## config.mk

```make
export PLATFORM = sky130hd
export DESIGN_NAME = min_priority_process_queue
export DESIGN_NICKNAME = d
export VERILOG_FILES = /design/src/hdl/mpq_pkg.sv /design/src/hdl/min_priority_process_queue.sv
export SDC_FILE = /design/constraint.sdc
export NUM_CORES = 1
export LEC_CHECK = 0
export CORE_ASPECT_RATIO = 1.1
export CORE_UTILIZATION = 39
export DETAILED_ROUTE_END_ITERATION = 8
export DONT_BUFFER_PORTS = 1
export PLACE_DENSITY_LB_ADDON = 0.15
export SYNTH_ARGS = -nofsm -noshare
export SYNTH_HDL_FRONTEND = slang
export SYNTH_SLANG_ARGS = --single-unit
```

## constraint.sdc

```tcl
create_clock -name clk -period 3.62 [get_ports clk]
set_input_delay 1.086 -clock clk [delete_from_list [all_inputs] [get_ports clk]]
set_output_delay 1.086 -clock clk [all_outputs]
set_load 0.005 [all_outputs]
```

## src/hdl/mpq_pkg.sv

```systemverilog
// Shared codes, widths and defaults for the min-priority process queue.
`default_nettype none
package mpq_pkg;

  localparam int unsigned MPQ_DEPTH_DEF = 16;
  localparam int unsigned ID_W          = 8;
  localparam int unsigned PRI_W         = 8;
  localparam int unsigned CNT_OUT_W     = 5;
  localparam int unsigned IN_DATA_W     = 24;
  localparam int unsigned OUT_DATA_W    = 24;

  typedef enum logic [1:0] {
    OP_ENQUEUE = 2'd0,
    OP_DEQUEUE = 2'd1,
    OP_PURGE   = 2'd2,
    OP_QUERY   = 2'd3
  } op_t;

  typedef enum logic [1:0] {
    ST_OK       = 2'd0,
    ST_FULL     = 2'd1,
    ST_EMPTY    = 2'd2,
    ST_NOTFOUND = 2'd3
  } status_t;

endpackage
`default_nettype wire

```

## src/hdl/min_priority_process_queue.sv

```systemverilog
// Top level of the min-priority process queue: slot memory and scan/compact sequencer.
//
//  channel | dir | ports                       | contents
//  --------+-----+-----------------------------+-------------------------------------------
//  in      | in  | in_tvalid/in_tready/in_tdata | operation, proc_id, entry_priority
//  out     | out | out_tvalid/out_tready/out_tdata | status, id, priority, count, empty flag
//
// Sequence: enqueue and query go from idle straight to S_DONE. Dequeue and purge on a
// non-empty queue scan the held slots, then, unless a purge finds no match, shift the
// later slots forward one per cycle; S_DONE loads the result register and raises
// out_tvalid, and waits there while the result register is still full.
// Reset (rst_n low, synchronous) empties the queue and the result register; slot contents
// stay. in_tready is high only while idle, also while a result still waits on out_tready.
`default_nettype none
module min_priority_process_queue #(
  parameter int unsigned QUEUE_DEPTH = mpq_pkg::MPQ_DEPTH_DEF
) (
  input  wire logic                           clk,
  input  wire logic                           rst_n,
  input  wire logic                           in_tvalid,
  output logic                                in_tready,
  // [1:0] operation, [9:2] proc_id, [17:10] entry_priority, [23:18] zero
  input  wire logic [mpq_pkg::IN_DATA_W-1:0]  in_tdata,
  output logic                                out_tvalid,
  input  wire logic                           out_tready,
  // [1:0] status, [9:2] out_proc_id, [17:10] out_priority, [22:18] count_after,
  // [23] is_empty
  output logic [mpq_pkg::OUT_DATA_W-1:0]      out_tdata
);
  import mpq_pkg::*;

  localparam int unsigned AW = $clog2(QUEUE_DEPTH);
  localparam int unsigned CW = $clog2(QUEUE_DEPTH + 1);
  localparam int unsigned WW = ID_W + PRI_W;

  typedef enum logic [1:0] {
    S_IDLE,
    S_SCAN,
    S_SHIFT,
    S_DONE
  } state_t;

  state_t               state_r;
  op_t                  op_r;
  logic [ID_W-1:0]      key_r;
  logic [CW-1:0]        count_r;
  logic [CW-1:0]        ptr_r;
  logic                 pend_r;
  logic [AW-1:0]        pend_idx_r;
  logic                 found_r;
  logic [AW-1:0]        best_r;
  logic [ID_W-1:0]      best_id_r;
  logic [PRI_W-1:0]     best_pri_r;
  status_t              res_status_r;

  logic                 out_valid_r;
  status_t              o_status_r;
  logic [ID_W-1:0]      o_id_r;
  logic [PRI_W-1:0]     o_pri_r;
  logic [CNT_OUT_W-1:0] o_cnt_r;
  logic                 o_empty_r;

  // Slot memory: one word is {id, priority}.
  logic [WW-1:0]        slot_mem [QUEUE_DEPTH];
  logic [WW-1:0]        rd_data_r;
  logic [AW-1:0]        rd_addr;
  logic                 wr_en;
  logic [AW-1:0]        wr_addr;
  logic [WW-1:0]        wr_data;

  op_t                  in_op;
  logic [ID_W-1:0]      in_id;
  logic [PRI_W-1:0]     in_pri;
  logic                 in_xfer;
  logic [ID_W-1:0]      rd_id;
  logic [PRI_W-1:0]     rd_pri;
  logic                 issue;
  logic [CW+CNT_OUT_W-1:0] cnt_ext;

  assign in_op   = op_t'(in_tdata[1:0]);
  assign in_id   = in_tdata[2 +: ID_W];
  assign in_pri  = in_tdata[2 + ID_W +: PRI_W];
  assign in_xfer = in_tvalid && in_tready;
  assign in_tready = (state_r == S_IDLE);

  assign rd_id  = rd_data_r[PRI_W +: ID_W];
  assign rd_pri = rd_data_r[PRI_W-1:0];

  // Issue a read while the pointer is still below the held count.
  assign issue   = (ptr_r < count_r);
  assign rd_addr = AW'(ptr_r);

  always_comb begin
    wr_en   = 1'b0;
    wr_addr = AW'(count_r);
    wr_data = {in_id, in_pri};
    if (in_xfer && in_op == OP_ENQUEUE && count_r < CW'(QUEUE_DEPTH)) begin
      wr_en = 1'b1;
    end else if (state_r == S_SHIFT && pend_r) begin
      // Move the slot just read one place toward the head.
      wr_en   = 1'b1;
      wr_addr = pend_idx_r - AW'(1);
      wr_data = rd_data_r;
    end
  end

  always_ff @(posedge clk) begin
    if (wr_en) begin
      slot_mem[wr_addr] <= wr_data;
    end
    rd_data_r <= slot_mem[rd_addr];
  end

  assign cnt_ext = {{CNT_OUT_W{1'b0}}, count_r};

  always_ff @(posedge clk) begin
    if (!rst_n) begin
      state_r     <= S_IDLE;
      count_r     <= '0;
      out_valid_r <= 1'b0;
      pend_r      <= 1'b0;
      found_r     <= 1'b0;
      ptr_r       <= '0;
    end else begin
      // Drop the result after its transfer unless a new one is loaded in this cycle.
      if (out_valid_r && out_tready && state_r != S_DONE) begin
        out_valid_r <= 1'b0;
      end
      unique case (state_r)
        S_IDLE: begin
          if (in_xfer) begin
            op_r         <= in_op;
            key_r        <= in_id;
            best_id_r    <= '0;
            best_pri_r   <= '0;
            best_r       <= '0;
            found_r      <= 1'b0;
            pend_r       <= 1'b0;
            ptr_r        <= '0;
            unique case (in_op)
              OP_ENQUEUE: begin
                state_r <= S_DONE;
                if (count_r < CW'(QUEUE_DEPTH)) begin
                  count_r      <= count_r + CW'(1);
                  res_status_r <= ST_OK;
                end else begin
                  res_status_r <= ST_FULL;
                end
              end
              OP_DEQUEUE, OP_PURGE: begin
                if (count_r == '0) begin
                  res_status_r <= ST_EMPTY;
                  state_r      <= S_DONE;
                end else begin
                  res_status_r <= ST_OK;
                  state_r      <= S_SCAN;
                end
              end
              default: begin
                res_status_r <= ST_OK;
                state_r      <= S_DONE;
              end
            endcase
          end
        end

        S_SCAN: begin
          pend_r     <= issue;
          pend_idx_r <= AW'(ptr_r);
          if (issue) begin
            ptr_r <= ptr_r + CW'(1);
          end
          if (pend_r) begin
            if (op_r == OP_DEQUEUE) begin
              // Strict less-than keeps the oldest on a tie.
              if (pend_idx_r == '0 || rd_pri < best_pri_r) begin
                best_r     <= pend_idx_r;
                best_id_r  <= rd_id;
                best_pri_r <= rd_pri;
              end
            end else if (!found_r && rd_id == key_r) begin
              found_r    <= 1'b1;
              best_r     <= pend_idx_r;
              best_id_r  <= rd_id;
              best_pri_r <= rd_pri;
            end
          end
          if (!issue && !pend_r) begin
            if (op_r == OP_PURGE && !found_r) begin
              res_status_r <= ST_NOTFOUND;
              state_r      <= S_DONE;
            end else begin
              ptr_r   <= CW'(best_r) + CW'(1);
              state_r <= S_SHIFT;
            end
          end
        end

        S_SHIFT: begin
          pend_r     <= issue;
          pend_idx_r <= AW'(ptr_r);
          if (issue) begin
            ptr_r <= ptr_r + CW'(1);
          end
          if (!issue && !pend_r) begin
            count_r <= count_r - CW'(1);
            state_r <= S_DONE;
          end
        end

        S_DONE: begin
          // Hold the result until the output register is free.
          if (!out_valid_r || out_tready) begin
            out_valid_r <= 1'b1;
            o_status_r  <= res_status_r;
            o_id_r      <= best_id_r;
            o_pri_r     <= best_pri_r;
            o_cnt_r     <= cnt_ext[CNT_OUT_W-1:0];
            o_empty_r   <= (count_r == '0);
            state_r     <= S_IDLE;
          end
        end

        default: begin
          state_r <= S_IDLE;
        end
      endcase
    end
  end

  assign out_tvalid = out_valid_r;
  assign out_tdata  = {o_empty_r, o_cnt_r, o_pri_r, o_id_r, o_status_r};

endmodule
`default_nettype wire
```

==> flow_metrics.py <==
metrics = {
    "run_status": {
        "status": "finished, final reports clean",
    },
    "grt": {
        "grt_use_met1_pct": 23.2,
        "grt_pass1_vias": 7704,
        "grt_usage_pct": 17.1,
        "gr-total-overflow": 0,
        "met3_usage_pct": 3.12,
        "grt_max_degree": 39,
        "grt_antenna_before_repair": 0,
        "grt_pass1_wl_mm": 47.2,
        "gr-max-usage-layer": "met2",
        "use_met2_pct": 28.0,
    },
    "clock_network": {
        "cts_sinks": 347,
        "clock_latency_ns": 0.53,
        "cts_tree": "done",
        "htreeDepth": 2,
        "cts_root_buffer": "clkbuf_16",
        "clk_pin_slew_ns": 0.06,
        "postCtsResizedCells": 0,
        "numCtsBuffers": 37,
        "hold_buffers": 0,
        "cts_max_path_buffers": 3,
        "cts_setup_buffers": 0,
    },
    "cells_and_area": {
        "drive_gt1_share_pct": 16.1,
        "fillers": 3156,
        "diodes": 0,
        "nets": 993,
        "layout_commonest_cell": "edfxtp_1",
        "layout_common_cells": "edfxtp_1, nand2_1, mux2i_1, o21ai_0, clkbuf_16",
        "areaGrowthSynthToFinish_pct": 13.6,
    },
    "drt": {
        "ant_nets": 0,
        "drt_iter0_drc": 489,
        "drt-total-wl_mm": 30.9,
        "viasPerCell": 5.28,
        "dr.pass1.iters": 5,
        "wire_per_inst_um": 21.3,
        "vias": 7655,
        "drc": 0,
    },
    "placed_design": {
        "io_buffer_count": 0,
        "dp_hpwl_mm": 20.6,
        "gp_congestion": 0.780,
    },
    "power": {
        "power_mw": 10.4,
        "p_leak_nw": 5.25,
        "vdd_drop_max_uv": 334,
        "powerDensity_mw_per_mm2": 647,
    },
    "yosys": {
        "synth_area_mm2": 0.0142,
        "synthTopCellsByArea": "edfxtp_1, mux4_2, dfxtp_1",
        "syn-instance-count": 910,
        "synth_edf_count": 316,
        "yosys_warnings": 0,
        "async_reset_ff_share_pct": 0,
        "synth_top_area_share_pct": 66.8,
        "synth_top_cell_by_area": "edfxtp_1",
        "synth.distinct_cells": 57,
        "yosysSeqAreaShare_pct": 71.2,
        "synth_nets": 963,
        "synth_seq_cells": 347,
        "ys.flop_type": "edfxtp_1",
        "synth_area_per_cell_um2": 15.6,
    },
    "die": {
        "die_h_um": 202,
        "start_util_pct": 40.0,
        "core_mm2": 0.0355,
        "ios": 54,
        "die_w_um": 184,
        "die_area_mm2": 0.0372,
        "num_rows": 72,
    },
    "worst_hold_path": {
        "hp-class": "flop to flop",
    },
    "worst_setup_path": {
        "crit_path_start_kind": "input port",
        "endpoint_kind": "flop",
        "worstSetupPathType": "input port to flop",
        "cp_max_fo": 16,
        "cp.required_ns": 3.76,
        "arrival_ns": 3.05,
    },
    "sta": {
        "holdWs_ns": 0.417,
        "min_period_ns": 2.91,
        "max_freq_mhz": 343,
        "finalSetupViolCount": 0,
        "hold_viol": 0,
        "maxSlewViolCount": 0,
        "tns_ns": 0,
        "skew_ns": 0.0120,
        "rsz0062_at_grt": "false",
        "slew-limit-headroom_pct": 32.0,
        "tightestPinTransition_ns": 1.02,
        "fin_crit_sh_pct": 80.5,
    },
    "job": {
        "max_cap_viol_count": 0,
    },
}
[cell type report]
class                   instances  area (um2)  area share, %
well taps                     481         602           3.73
multi-input cells             498        3870           24.0
clock buffers                  53        1040           6.43
clock inverters                14         138          0.853
inverters                      24        90.1          0.559
repair buffers                 32         278           1.72
flip-flops and latches        347       10100           62.7
[critical path, stage by stage]
cell,delay [ns]
inv_1,0.02
ha_1,0.22
nand4b_1,0.13
nand3_1,0.19
buf_4,0.25
nor2_1,0.15
a32oi_1,0.16
nor2_2,0.84
[sequential cells by signal, indices dropped and copies added (netlist names)]
signal        flops
pend_r            1
found_r           1
pend_idx_r        4
best_pri_r        8
slot_mem        256
best_id_r         8
o_empty_r         1
o_pri_r           8
state_r           2
o_cnt_r           5
o_status_r        2
res_status_r      2
ptr_r             5
op_r              2
rd_data_r        16
out_tvalid        1
best_r            4
key_r             8
o_id_r            8
count_r           5
[path summary, 6_finish.rpt]
check | cells past startpoint | from | slack [ns] | endpoint
worst max-delay path | 8 | in_tdata[0] | 0.71 | slot_mem[7][11]
worst min-delay path | 0 | res_status_r[0] | 0.42 | o_status_r[0]
worst max register to register | 8 | state_r[0] | 0.74 | slot_mem[7][11]
worst min register to register | 0 | res_status_r[0] | 0.42 | o_status_r[0]
[Yosys cell counts (4+ instances only)]
master	count
a221oi_1	17
a31oi_1	6
nand3_1	12
mux2i_1	49
a32oi_1	6
dfxtp_1	31
ha_1	24
nor2_1	32
o21a_1	5
xnor2_1	12
nand4_1	4
or4_1	4
inv_1	24
nor2b_1	8
mux2_2	16
a21oi_1	26
edfxtp_1	316
o21ai_0	42
mux4_2	32
nand2_1	100
buf_2	8
clkbuf_1	27
a2111oi_0	5
nor3_1	5
o21ai_1	7
and2_1	22
a22oi_1	16
nand3b_1	4
buf_4	5
[metrics by stage]
stage	setup slack, ns	cells	instance area [um2]	util [%]
after floorplan	0.320	910	14200	-
after global placement	0.209	1382	15000	42.1
after detailed placement	0.148	1382	15000	42.1
after CTS	0.698	1449	16100	45.4
after global routing	0.547	1449	16100	45.4
final	0.707	1449	16100	45.4
[metal layers]
metal / routed length, um / up-vias
met1: 14100 / 3848
li1: - / 3590
met3: 1390 / 47
met2: 14800 / 170
met5: 0 / -
met4: 508 / 0
[cells by family (layout without fill, tap and decap cells)]
family,count (synthesis),count (layout),synth area share (%)
xor+xnor,15,15,0.925
simple gates,206,206,6.75
fa+ha+maj,25,25,2.26
mux,97,97,9.80
compound gates,155,155,7.18
flops,347,347,71.2
buf+inv,65,123,1.92
[where the power goes]
group          total [mW]  internal (mW)  switching (mW)
Combinational        1.76          0.688            1.08
Clock                3.66           2.15            1.51
Sequential           5.02           4.76           0.258
No activity file was read; power rests on OpenSTA's default activity.
